$ cat src/sv/assert_macros.svh
// assertion helpers, clocked on clk and quiet during reset
`ifndef ASSERT_MACROS_SVH
`define ASSERT_MACROS_SVH

// property holds at every clock edge out of reset
`define TPC_ASSERT(label, prop, msg) \
  label: assert property (@(posedge clk) disable iff (!rst_n) (prop)) else $error(msg);

// antecedent implies consequent in the same cycle
`define TPC_ASSERT_IMP(label, ante, cons, msg) \
  label: assert property (@(posedge clk) disable iff (!rst_n) (ante) |-> (cons)) else $error(msg);

`endif

$ cat src/sv/tpc_pkg.sv
package tpc_pkg;

  localparam int TEMP_W = 16;
  localparam int BOUND_W = 11;
  localparam int IDX_W = 7;
  localparam int NUM_W = 19;
  localparam int DEN2_W = 12;

  localparam logic [BOUND_W-1:0] BOUND_MAX = 11'd1280;
  localparam logic [IDX_W-1:0] IDX_TOP = 7'd118;
  localparam logic [7:0] SCALE2 = 8'd236;

  typedef enum logic {
    REG_LOW_BOUND  = 1'b0,
    REG_HIGH_BOUND = 1'b1
  } cfg_reg_t;

  typedef struct packed {
    logic              zero;
    logic              full;
    logic [NUM_W-1:0]  rem;
    logic [DEN2_W-1:0] dv;
    logic [IDX_W-1:0]  q;
  } div_t;

  localparam logic [23:0] PALETTE [119] = '{
    {8'd0,8'd0,8'd0}, {8'd0,8'd0,8'd36}, {8'd0,8'd0,8'd51}, {8'd0,8'd0,8'd66},
    {8'd0,8'd0,8'd81}, {8'd2,8'd0,8'd90}, {8'd4,8'd0,8'd99}, {8'd7,8'd0,8'd106},
    {8'd11,8'd0,8'd115}, {8'd14,8'd0,8'd119}, {8'd20,8'd0,8'd123}, {8'd27,8'd0,8'd128},
    {8'd33,8'd0,8'd133}, {8'd41,8'd0,8'd137}, {8'd48,8'd0,8'd140}, {8'd55,8'd0,8'd143},
    {8'd61,8'd0,8'd146}, {8'd66,8'd0,8'd149}, {8'd72,8'd0,8'd150}, {8'd78,8'd0,8'd151},
    {8'd84,8'd0,8'd152}, {8'd91,8'd0,8'd153}, {8'd97,8'd0,8'd155}, {8'd104,8'd0,8'd155},
    {8'd110,8'd0,8'd156}, {8'd115,8'd0,8'd157}, {8'd122,8'd0,8'd157},
    {8'd128,8'd0,8'd157}, {8'd134,8'd0,8'd157}, {8'd139,8'd0,8'd157},
    {8'd146,8'd0,8'd156}, {8'd152,8'd0,8'd155}, {8'd157,8'd0,8'd155},
    {8'd162,8'd0,8'd155}, {8'd167,8'd0,8'd154}, {8'd171,8'd0,8'd153},
    {8'd175,8'd1,8'd152}, {8'd178,8'd1,8'd151}, {8'd182,8'd2,8'd149},
    {8'd185,8'd4,8'd149}, {8'd188,8'd5,8'd147}, {8'd191,8'd6,8'd146},
    {8'd193,8'd8,8'd144}, {8'd195,8'd11,8'd142}, {8'd198,8'd13,8'd139},
    {8'd201,8'd17,8'd135}, {8'd203,8'd20,8'd132}, {8'd206,8'd23,8'd127},
    {8'd208,8'd26,8'd121}, {8'd210,8'd29,8'd116}, {8'd212,8'd33,8'd111},
    {8'd214,8'd37,8'd103}, {8'd217,8'd41,8'd97}, {8'd219,8'd46,8'd89},
    {8'd221,8'd49,8'd78}, {8'd223,8'd53,8'd66}, {8'd224,8'd56,8'd54},
    {8'd226,8'd60,8'd42}, {8'd228,8'd64,8'd30}, {8'd229,8'd68,8'd25},
    {8'd231,8'd72,8'd20}, {8'd232,8'd76,8'd16}, {8'd234,8'd78,8'd12},
    {8'd235,8'd82,8'd10}, {8'd236,8'd86,8'd8}, {8'd237,8'd90,8'd7},
    {8'd238,8'd93,8'd5}, {8'd239,8'd96,8'd4}, {8'd240,8'd100,8'd3},
    {8'd241,8'd103,8'd3}, {8'd241,8'd106,8'd2}, {8'd242,8'd109,8'd1},
    {8'd243,8'd113,8'd1}, {8'd244,8'd116,8'd0}, {8'd244,8'd120,8'd0},
    {8'd245,8'd125,8'd0}, {8'd246,8'd129,8'd0}, {8'd247,8'd133,8'd0},
    {8'd248,8'd136,8'd0}, {8'd248,8'd139,8'd0}, {8'd249,8'd142,8'd0},
    {8'd249,8'd145,8'd0}, {8'd250,8'd149,8'd0}, {8'd251,8'd154,8'd0},
    {8'd252,8'd159,8'd0}, {8'd253,8'd163,8'd0}, {8'd253,8'd168,8'd0},
    {8'd253,8'd172,8'd0}, {8'd254,8'd176,8'd0}, {8'd254,8'd179,8'd0},
    {8'd254,8'd184,8'd0}, {8'd254,8'd187,8'd0}, {8'd254,8'd191,8'd0},
    {8'd254,8'd195,8'd0}, {8'd254,8'd199,8'd0}, {8'd254,8'd202,8'd1},
    {8'd254,8'd205,8'd2}, {8'd254,8'd208,8'd5}, {8'd254,8'd212,8'd9},
    {8'd254,8'd216,8'd12}, {8'd255,8'd219,8'd15}, {8'd255,8'd221,8'd23},
    {8'd255,8'd224,8'd32}, {8'd255,8'd227,8'd39}, {8'd255,8'd229,8'd50},
    {8'd255,8'd232,8'd63}, {8'd255,8'd235,8'd75}, {8'd255,8'd238,8'd88},
    {8'd255,8'd239,8'd102}, {8'd255,8'd241,8'd116}, {8'd255,8'd242,8'd134},
    {8'd255,8'd244,8'd149}, {8'd255,8'd245,8'd164}, {8'd255,8'd247,8'd179},
    {8'd255,8'd248,8'd192}, {8'd255,8'd249,8'd203}, {8'd255,8'd251,8'd216},
    {8'd255,8'd253,8'd228}, {8'd255,8'd254,8'd239}
  };

endpackage

$ cat src/sv/thermal_palette_colorizer_core.sv
// Ironbow colorizer: each input word is one signed temperature pixel (1/16 C); each output
// word carries the palette index round((t-low)*118/(high-low)), saturated to 0..118, and its
// 8-bit red, green and blue. One word per clock is accepted and delivered while out_tready
// is held high; the pipeline is offset, scale, four stages of a restoring divider that
// resolves the seven quotient bits two at a time (the last stage one bit), and the palette
// lookup into the output register. Each stage stalls only when it is full and the next
// stage cannot take its word. Bound writes saturate to 0..1280 and are dropped when they
// would cross the other bound; write them only while no pixel is in flight.
`include "assert_macros.svh"

module thermal_palette_colorizer_core (
  input  logic        clk,
  input  logic        rst_n,
  input  logic        in_tvalid,
  output logic        in_tready,
  input  logic [15:0] in_tdata,   // temperature[15:0]
  output logic        out_tvalid,
  input  logic        out_tready,
  output logic [31:0] out_tdata,  // palette_index[6:0], red[14:7], green[22:15], blue[30:23]
  input  logic        cfg_we,
  input  logic        cfg_addr,
  input  logic [10:0] cfg_wdata
);

  localparam int NDIV = 4;

  logic [tpc_pkg::BOUND_W-1:0] low_r, high_r;
  logic [tpc_pkg::BOUND_W-1:0] cfg_sat;

  // configuration
  assign cfg_sat = (cfg_wdata > tpc_pkg::BOUND_MAX) ? tpc_pkg::BOUND_MAX : cfg_wdata;

  always_ff @(posedge clk) begin
    if (!rst_n) begin
      low_r  <= '0;
      high_r <= tpc_pkg::BOUND_MAX;
    end else if (cfg_we) begin
      unique case (tpc_pkg::cfg_reg_t'(cfg_addr))
        tpc_pkg::REG_LOW_BOUND: begin
          if (cfg_sat <= high_r) low_r <= cfg_sat;
        end
        tpc_pkg::REG_HIGH_BOUND: begin
          if (low_r <= cfg_sat) high_r <= cfg_sat;
        end
        default: ;
      endcase
    end
  end

  // stage 1: offset and span
  logic                        v1_r, rdy1;
  logic signed [16:0]          d1_r;
  logic [tpc_pkg::BOUND_W-1:0] den1_r;

  // stage 2: flags and scaled numerator
  logic          v2_r, rdy2;
  tpc_pkg::div_t w2_r, w2_nxt;

  // divider chain
  logic          dv_valid [NDIV+1];
  logic          dv_ready [NDIV+1];
  tpc_pkg::div_t dv_word  [NDIV+1];

  // output stage
  logic                      vo_r, rdyo;
  logic [tpc_pkg::IDX_W-1:0] idx_o_r, idx_nxt;
  logic [23:0]               rgb_o_r;

  assign rdyo      = !vo_r || out_tready;
  assign rdy2      = !v2_r || dv_ready[0];
  assign rdy1      = !v1_r || rdy2;
  assign in_tready = rdy1;

  always_ff @(posedge clk) begin
    if (!rst_n) begin
      v1_r <= 1'b0;
    end else if (rdy1) begin
      v1_r <= in_tvalid;
    end
  end

  always_ff @(posedge clk) begin
    if (rdy1 && in_tvalid) begin
      d1_r   <= 17'(signed'(in_tdata)) - signed'({6'd0, low_r});
      den1_r <= high_r - low_r;
    end
  end

  always_comb begin
    w2_nxt      = '0;
    w2_nxt.zero = (d1_r <= 17'sd0);
    w2_nxt.full = (d1_r >= signed'({6'd0, den1_r}));
    w2_nxt.rem  = tpc_pkg::NUM_W'(d1_r[10:0]) * tpc_pkg::NUM_W'(tpc_pkg::SCALE2)
                + tpc_pkg::NUM_W'(den1_r);
    w2_nxt.dv   = {den1_r, 1'b0};
  end

  always_ff @(posedge clk) begin
    if (!rst_n) begin
      v2_r <= 1'b0;
    end else if (rdy2) begin
      v2_r <= v1_r;
    end
  end

  always_ff @(posedge clk) begin
    if (rdy2 && v1_r) begin
      w2_r <= w2_nxt;
    end
  end

  assign dv_valid[0]    = v2_r;
  assign dv_word[0]     = w2_r;
  assign dv_ready[NDIV] = rdyo;

  for (genvar k = 0; k < NDIV; k++) begin : g_div
    localparam int FB = 6 - 2 * k;
    tpc_div_stage #(
      .FIRST_BIT(FB),
      .STEPS    ((FB >= 1) ? 2 : 1)
    ) u_div (
      .clk      (clk),
      .rst_n    (rst_n),
      .in_valid (dv_valid[k]),
      .in_word  (dv_word[k]),
      .in_ready (dv_ready[k]),
      .out_valid(dv_valid[k+1]),
      .out_word (dv_word[k+1]),
      .out_ready(dv_ready[k+1])
    );
  end

  always_comb begin
    if (dv_word[NDIV].zero) begin
      idx_nxt = '0;
    end else if (dv_word[NDIV].full) begin
      idx_nxt = tpc_pkg::IDX_TOP;
    end else begin
      idx_nxt = dv_word[NDIV].q;
    end
  end

  always_ff @(posedge clk) begin
    if (!rst_n) begin
      vo_r <= 1'b0;
    end else if (rdyo) begin
      vo_r <= dv_valid[NDIV];
    end
  end

  always_ff @(posedge clk) begin
    if (rdyo && dv_valid[NDIV]) begin
      idx_o_r <= idx_nxt;
      rgb_o_r <= tpc_pkg::PALETTE[idx_nxt];
    end
  end

  assign out_tvalid = vo_r;
  assign out_tdata  = {1'b0, rgb_o_r[7:0], rgb_o_r[15:8], rgb_o_r[23:16], idx_o_r};

  `TPC_ASSERT(a_bounds_ordered, low_r <= high_r, "low bound above high bound")
  `TPC_ASSERT(a_high_in_range, high_r <= tpc_pkg::BOUND_MAX, "high bound out of range")
  `TPC_ASSERT_IMP(a_idx_range, out_tvalid, out_tdata[6:0] <= tpc_pkg::IDX_TOP,
                  "palette index out of range")
  `TPC_ASSERT_IMP(a_ready_when_drained, !out_tvalid, in_tready,
                  "input stalled with an empty output stage")

endmodule

$ cat src/sv/tpc_div_stage.sv
module tpc_div_stage #(
  parameter int FIRST_BIT = 6,
  parameter int STEPS = 2
) (
  input  logic         clk,
  input  logic         rst_n,
  input  logic         in_valid,
  input  tpc_pkg::div_t in_word,
  output logic         in_ready,
  output logic         out_valid,
  output tpc_pkg::div_t out_word,
  input  logic         out_ready
);

  logic          v_r;
  tpc_pkg::div_t w_r;
  tpc_pkg::div_t w_nxt;

  assign in_ready  = !v_r || out_ready;
  assign out_valid = v_r;
  assign out_word  = w_r;

  // restoring division, one quotient bit per step
  always_comb begin
    logic [tpc_pkg::NUM_W-1:0] sh;
    w_nxt = in_word;
    for (int j = 0; j < STEPS; j++) begin
      sh = tpc_pkg::NUM_W'(w_nxt.dv) << (FIRST_BIT - j);
      if (w_nxt.rem >= sh) begin
        w_nxt.rem = w_nxt.rem - sh;
        w_nxt.q[FIRST_BIT - j] = 1'b1;
      end
    end
  end

  always_ff @(posedge clk) begin
    if (!rst_n) begin
      v_r <= 1'b0;
    end else if (in_ready) begin
      v_r <= in_valid;
    end
  end

  always_ff @(posedge clk) begin
    if (in_ready && in_valid) begin
      w_r <= w_nxt;
    end
  end

endmodule

$ cat config.mk
export PLATFORM = sky130hd
export DESIGN_NAME = thermal_palette_colorizer_core
export DESIGN_NICKNAME = d
export VERILOG_FILES = /design/src/sv/tpc_pkg.sv /design/src/sv/thermal_palette_colorizer_core.sv /design/src/sv/tpc_div_stage.sv
export VERILOG_INCLUDE_DIRS = /design/src /design/src/sv
export SDC_FILE = /design/constraint.sdc
export NUM_CORES = 1
export LEC_CHECK = 0
export ABC_AREA = 1
export BUFFER_PORTS_ARGS = -buffer_cell sky130_fd_sc_hd__buf_2
export CORE_ASPECT_RATIO = 2
export CORE_MARGIN = 1
export CORE_UTILIZATION = 55
export CTS_BUF_LIST = sky130_fd_sc_hd__clkbuf_8
export DETAILED_ROUTE_END_ITERATION = 8
export PLACE_DENSITY = 0.73
export SLEW_MARGIN = 10
export SYNTH_ARGS = -nofsm -noshare
export SYNTH_HDL_FRONTEND = slang
export SYNTH_HIERARCHICAL = 1
export SYNTH_SLANG_ARGS = --single-unit
$ cat constraint.sdc
create_clock -name clk -period 12.5 [get_ports clk]
set_clock_uncertainty 0.05 [all_clocks]
set_input_delay 3.125 -clock clk [delete_from_list [all_inputs] [get_ports clk]]
set_output_delay 3.125 -clock clk [all_outputs]
set_load 0.02 [all_outputs]
Word-level counts from Yosys, hierarchy flattened
Memories as Yosys holds them, arrays and structs flattened. A register that Yosys moved wholly into a read port is not among the register bits.
Cells that the tools add are included.
{"block": "word_totals", "ff_bits": 213, "rom_bits": 3072, "in_bits": 33, "output_inout_bits": 34, "elab_cells": 97, "n_memories": 1}
{"name": "(name not given)", "words": 128, "width": 24, "rd": 1, "rd_clocked_by_memory_dff": 1, "write_ports": 0, "line_no": "thermal_palette_colorizer_core.sv:154", "rtl": "rgb_o_r <= tpc_pkg::PALETTE[idx_nxt];"}
{"block": "classes", "addsub": 9, "multipliers": 1, "n_lt_le_gt_ge": 12, "muxes": 9, "bitwise": 2, "reduce_logical": 23}
{"cell": "19-bit two-way mux", "count": 6}
{"cell": "11-bit <= comparator", "count": 2}
{"cell": "19-bit by 11-bit adder with 19-bit output", "count": 1}
{"cell": "19-bit by 12-bit >= comparator with 1-bit output", "count": 1}
{"cell": "19-bit by 13-bit >= comparator with 1-bit output", "count": 1}
{"cell": "19-bit by 14-bit >= comparator with 1-bit output", "count": 1}
{"cell": "19-bit by 15-bit >= comparator with 1-bit output", "count": 1}
{"cell": "19-bit by 16-bit >= comparator with 1-bit output", "count": 1}
{"cell": "19-bit by 17-bit >= comparator with 1-bit output", "count": 1}
{"cell": "19-bit by 18-bit >= comparator with 1-bit output", "count": 1}
{"cell": "19-bit by 13-bit subtractor with 19-bit output", "count": 1}
{"cell": "19-bit by 14-bit subtractor with 19-bit output", "count": 1}
{"cell": "19-bit by 15-bit subtractor with 19-bit output", "count": 1}
{"cell": "19-bit by 16-bit subtractor with 19-bit output", "count": 1}
{"cell": "19-bit by 17-bit subtractor with 19-bit output", "count": 1}
{"cell": "19-bit by 18-bit subtractor with 19-bit output", "count": 1}
{"cell": "17-bit by 12-bit >= comparator with 1-bit output", "count": 1}
{"cell": "17-bit by 1-bit <= comparator with 1-bit output (second input constant)", "count": 1}
{"cell": "11-bit by 6-bit multiplier with 17-bit output (second input constant)", "count": 1}
{"cell": "16-bit by 12-bit subtractor with 17-bit output", "count": 1}
{"cell": "7-bit two-way mux", "count": 2}
{"cell": "11-bit > comparator (second input constant)", "count": 1}
{"cell": "11-bit two-way mux", "count": 1}
{"cell": "11-bit subtractor", "count": 1}
{"cell": "other kinds (6)", "count": 25}

Logic depth before layout (Yosys ltp)
Gate-level depths: netlist (run 1).
{"block": "depth", "depth_word": 9, "depth_mapped": 29, "depth_no_buf": 26}

Cells and area by module
Netlist (run 1), hierarchy kept.
{"mod": "thermal_palette_colorizer_core", "n_inst": 1, "cells_each": 1382, "area_each_um2": 10359.9, "seq_area_each_um2": 3173.0}
{"mod": "tpc_div_stage at g_div[2].u_div", "n_inst": 1, "cells_each": 447, "area_each_um2": 3389.5, "seq_area_each_um2": 1221.2}
{"mod": "tpc_div_stage at g_div[1].u_div", "n_inst": 1, "cells_each": 404, "area_each_um2": 3185.6, "seq_area_each_um2": 1221.2}
{"mod": "tpc_div_stage at g_div[0].u_div", "n_inst": 1, "cells_each": 381, "area_each_um2": 3163.0, "seq_area_each_um2": 1221.2}
{"mod": "tpc_div_stage at g_div[3].u_div", "n_inst": 1, "cells_each": 309, "area_each_um2": 2524.9, "seq_area_each_um2": 1221.2}

Least setup slack after synthesis (run 1)
Ideal clock, no wire load.
{"block": "synth_path", "kind": "in2out", "from": "input out_tready", "to": "output in_tready", "arrival_time_ps": 3967, "t_required_ps": 9325, "slack_ps": 5358, "cell_stages": 12, "n_path_buf": 0, "path_cell_list": "inv_1 -> nand2_1 -> inv_1 -> nand2_1 -> inv_1 -> nand2_1 -> inv_1 -> nand2_1 -> inv_1 -> nand2_1 -> inv_1 -> nand3_1"}
{"element": "from (decl)", "line_no": "thermal_palette_colorizer_core.sv:18", "rtl": "input logic out_tready,"}
{"element": "to (decl)", "line_no": "thermal_palette_colorizer_core.sv:15", "rtl": "output logic in_tready,"}

==> metrics.txt, run 1 <==
status=finished clean; clk sinks=247; max_cap viols=0; post-CTS sizing=0; IO Count=67; DRT Pass-1 Iters=6; Pleak=between 0.01 and 0.015 uW; FF-to-FF setup slack=about 7.3 ns; routed vias/inst=about 5.7; Fill cells=between 3000 and 4000; critical path data arrival time=4.51 ns; Worst Max-Slew Pin Slew=1.06 ns; HPWL Detailed=52400 um; final instance count without filler cells=3284; Hold WC Path Type=reg -> reg; all-layer global routing usage=0.340; Post-Synthesis Cells=between 2000 and 3000; overall routed net length=about 65000 um; reg-to-reg endpoint=dv_word[196]; DRC Markers=0; Worst setup EP type=primary output; CTS Hold Bufs=0; met2 usage=0.682; H-tree levels=2; pre-CTS WS=between 4 and 5 ns; vias in the first global route=slightly below 20000; postcts setup bufs=0; Die ar.=roughly 39000 um^2; Num CTS Buffers=37; core area=between 30000 and 40000 um^2; crit path from=out_tready; CP required=~9.3 ns; mean area per synthesized cell=just under 8 um^2; RR Startpoint=d1_r[0]; Hold Crit Start=g_div[0].u_div/out_word[39]; Total Power=5440 uW; CTS root buf=clkbuf_8; Buffers on Ports=65; CP Capture Point=in_tready; GR Util met3=0.0440; CTS tree=yes; peak supply drop=0.247 mV; Synth Warn #=6; Die Ht=~280 um; wire per inst=about 20 um; kind of start point of the critical path=input port; global routing's busiest layer=met2; antenna violations before repair=2; Final Hold Fails=0; fin crit share=0.614; largest net degree at the start of global routing=a little over 40; final core utilization=0.602; final count of pins violating max slew=0; Worst-Skew Late Latency=between 0.5 and 0.6 ns; Area growth, synth to finish=7.30%; Mapped Area=20900 um^2; RSZ-0062 raised after global routing=false; initial DRC count=944; CP Max Fanout=3; Vias=approximately 19000; CTS clk-pin slew, worst paths=roughly 0.060 ns; # setup viols final=0; Inst Count DP=around 3200; FMAX=130 MHz; Setup Total Neg Slack=0 ns; met1 Use GR=0.266; Starting Density=0.561; Final ANT Viol Nets=0; PnR worst setup slack=4.82 ns; layout cells sized above 1=0.0928; post-layout minimum cycle time=approximately 7.7 ns; placer congestion estimate=0.984; crit path kind=in -> out; first-pass GRT wire length=100000 um; fin nets=between 3000 and 4000; reg2reg path depth=20; total gr overflow=0; slew margin rel.=0.294; die width=around 140 um; Longest Clk Path Bufs=3; power density over the cells=243 nW/um^2; num rows=100
## flip-flops by register name, indices dropped and copies added, names as in the netlist
signal	cells
g_div.u_div/out_word	129
dv_word	30
rgb_o_r	24
d1_r	17
den1_r	11
high_r	11
low_r	11
idx_o_r	7
g_div.u_div/out_valid	4
out_tvalid	1
v1_r	1
v2_r	1
## stage by stage
| stage | hold WS, ns | instance area (um^2) |
|---|---|---|
| after floorplan | 0.350 | 20900 |
| after global placement | 0.353 | 21700 |
| after detailed placement | 0.355 | 21700 |
| after CTS | 0.365 | 22400 |
| after global routing | 0.372 | 22400 |
| final | 0.362 | 22400 |
## power breakdown
part	switching, uW	internal (uW)
Combinational	2310	1220
Clock	339	365
Sequential	80.9	1130
Total	2730	2720
## cells in the final DEF, fill, tap and decap left out, types with 17 or more instances in the layout
cell type / count
nand2_2: 35
nand3_1: 198
ha_1: 199
a21oi_1: 141
dfxtp_1: 29
nor2_1: 162
nand2_1: 726
inv_2: 22
edfxtp_1: 218
xor2_1: 43
inv_1: 446
fa_1: 35
nand4_1: 45
o21ai_0: 121
o21ai_1: 23
buf_2: 65
o211ai_1: 17
xnor2_1: 51
clkbuf_8: 44
## cell type report
type,count,area [um^2],area share
Clock inverter,21,159,0.00708
Inverter,464,1750,0.0779
Tap cell,459,574,0.0256
Timing Repair Buffer,74,393,0.0175
Sequential cell,247,7130,0.318
Clock buffer,44,606,0.0270
Multi-Input combinational cell,1974,11800,0.527
Antenna cell,1,2.50,0.000112
## per-layer routing
metal,up-vias,part of all wire
met3,298,0.038
met2,588,0.56
met1,8664,0.30
li1,9083,-
met4,0,0.11
met5,-,0
## worst min path at each step
stage	to	cells past startpoint
floorplan	g_div[0].u_div/out_word[38]	0
global placement	g_div[0].u_div/out_word[39]	0
detailed placement	g_div[1].u_div/out_word[39]	0
CTS	g_div[1].u_div/out_word[39]	0
global route	g_div[1].u_div/out_word[1]	0
finish	g_div[1].u_div/out_word[39]	0
## worst max-delay path, stage by stage
cell and delay, ns:
buf_2 0.09, inv_1 0.10, nand2_1 0.08, inv_1 0.07, nand2_1 0.06, inv_1 0.11, nand2_1 0.08, inv_1 0.11
nand2_1 0.07, inv_1 0.11, nand2_1 0.07, inv_1 0.11, nand3_1 0.12, buf_2 0.18
Power figures use the tool's default switching activity.
==> run 2: changes to the inputs <==
==> constraint.sdc (replaced) <==
create_clock -name clk -period 7.4 [get_ports clk]
set_clock_uncertainty 0.05 [all_clocks]
set_input_delay 1.85 -clock clk [delete_from_list [all_inputs] [get_ports clk]]
set_output_delay 1.85 -clock clk [all_outputs]
set_load 0.02 [all_outputs]
==> metrics.txt, run 2 (synthesized netlist as in run 1, its figures left out) <==
Final Hold Fails=0; Worst Max-Slew Pin Slew=around 1.1 ns; Die ar.=38800 um^2; reg2reg path depth=21; most frequent cells in the layout=nand2_1, inv_1, edfxtp_1; IO Count=67; reg-to-reg endpoint=dv_word[195]; commonest non-fill, non-tap cell in the layout=nand2_1; post-layout minimum cycle time=roughly 5 ns; PnR worst setup slack=roughly 2.3 ns; CP max-delay cell=buf_2; initial DRC count=approximately 1100; CTS clk-pin slew, worst paths=~0.060 ns; DRT Pass-1 Iters=5; Fill cells=~3500; Worst-Skew Late Latency=between 0.6 and 0.7 ns; Area growth, synth to finish=7.03%; first-pass GRT wire length=between 90000 and 100000 um; CP Capture Point=in_tready; all-layer global routing usage=0.340; crit path kind=in -> out; worst-path cell chain=buf_2, inv_1, nand2_1, inv_1, nand2_1, inv_1, nand2_1, inv_1, nand2_1, inv_1, nand2_1, inv_1, nand3_1, buf_2; Longest Clk Path Bufs=3; CTS Hold Bufs=0; Inst Count DP=3217; max_cap viols=0; cell-internal power=~4500 uW; slew margin rel.=0.235; Hold WC Path Type=reg -> reg; fin nets=slightly above 3000; peak supply drop=roughly 0.24 mV; RSZ-0062 raised after global routing=false; DRC Markers=0; crit path from=out_tready; Largest register FFs=129; Num CTS Buffers=37; clk sinks=around 250; layout cells sized above 1=0.0903; HPWL Detailed=about 53000 um; postcts setup bufs=0; vias in the first global route=19400; crit-path max cell delay=between 0.15 and 0.2 ns; CP Max Fanout=3; pre-CTS WS=between 2 and 2.5 ns; num rows=100; FMAX=about 200 MHz; die width=around 140 um; kind of start point of the critical path=input port; largest net degree at the start of global routing=between 40 and 50; Net Sw Frac=0.504; FF-to-FF setup slack=about 2.5 ns; RR Startpoint=d1_r[0]; placer congestion estimate=between 0.9 and 1; most frequent CP cell=inv_1; Reg power frac=0.224; final instance count without filler cells=~3300; power density over the cells=roughly 410 nW/um^2; core area=between 30000 and 40000 um^2; H-tree levels=2; Comb power frac=0.651; post-CTS sizing=0; sw power=4590 uW; clock power share=0.125; fin crit share=0.692; Worst setup EP type=primary output; Starting Density=0.561; critical path data arrival time=roughly 3.2 ns; CTS root buf=clkbuf_8; antenna violations before repair=1; status=finished clean; # setup viols final=0; final count of pins violating max slew=0; CTS tree=yes; Vias=about 19000; Buffers on Ports=between 60 and 70; routed vias/inst=5.68; CP required=5.50 ns; Pleak=about 0.011 uW; overall routed net length=between 60000 and 70000 um; Setup Total Neg Slack=0 ns; Die Ht=~280 um; Final ANT Viol Nets=0; wire per inst=between 15 and 20 um; total gr overflow=0
==> run 2: changes by cell type in the layout (fill, tap and decap cells not counted) <==
cell and delta:
clkbuf_8 -6, inv_1 +4, clkinv_1 +2, buf_4 -1
clkinv_2 -1, clkinv_8 +1
==> run 2: metrics by stage <==
stage | area [um^2] | hold slack, ns | power, uW | utilization
global placement | 21700 | 0.353 | 7710 | 0.581
floorplan | 20900 | 0.350 | 6550 | -
finish | 22400 | 0.364 | 9120 | 0.600
detailed placement | 21700 | 0.355 | 7890 | 0.581
global route | 22400 | 0.370 | 9890 | 0.600
CTS | 22400 | 0.362 | 9060 | 0.600
==> run 2: worst max-delay path: cells and delay by family <==
| family | cells | cell delay, ns |
|---|---|---|
| buffers and inverters | 8 | 0.86 |
| and+or+nand+nor | 6 | 0.49 |
==> run 2: power groups by stage <==
stage	Combinational, uW	Sequential (uW)	Clock [uW]
2_1_floorplan	4550	2010	0
3_3_place_gp	5650	2060	0
3_5_place_dp	5820	2070	0
4_1_cts	5840	2040	1180
5_1_grt	6620	2050	1220
6_report	5940	2040	1140
==> run 2: cell type report <==
class                      count  area, um^2  area share
inverter                     464        1750      0.0781
antenna                        1        2.50    0.000112
tap                          459         574      0.0257
sequential                   247        7130       0.319
clock inverter                27         193     0.00861
multi-input combinational   1974       11800       0.528
clock buffer                  38         523      0.0234
timing repair buffer          73         385      0.0172
==> run 2: worst min path at each step <==
stage / start / slack [ns] / endpoint / cells after the start
final: g_div[2].u_div/out_word[39] / 0.36 / g_div[3].u_div/out_word[39] / 0
after global routing: g_div[1].u_div/out_word[5] / 0.37 / g_div[2].u_div/out_word[5] / 0
after CTS: g_div[1].u_div/out_word[5] / 0.36 / g_div[2].u_div/out_word[5] / 0
after detailed placement: g_div[2].u_div/out_word[3] / 0.35 / g_div[3].u_div/out_word[3] / 0
after global placement: g_div[0].u_div/out_word[5] / 0.35 / g_div[1].u_div/out_word[5] / 0
after floorplan: dv_word[198] / 0.35 / g_div[0].u_div/out_word[38] / 0
==> run 2: routing by layer <==
layer | vias up | share of wire | track usage | routed length [um]
met4 | 0 | 0.11 | 0.338 | 7150
met1 | 8676 | 0.30 | 0.267 | 19700
met2 | 595 | 0.55 | 0.677 | 36000
met5 | - | 0 | 0 | 0
li1 | 9066 | - | - | -
met3 | 307 | 0.036 | 0.0433 | 2370
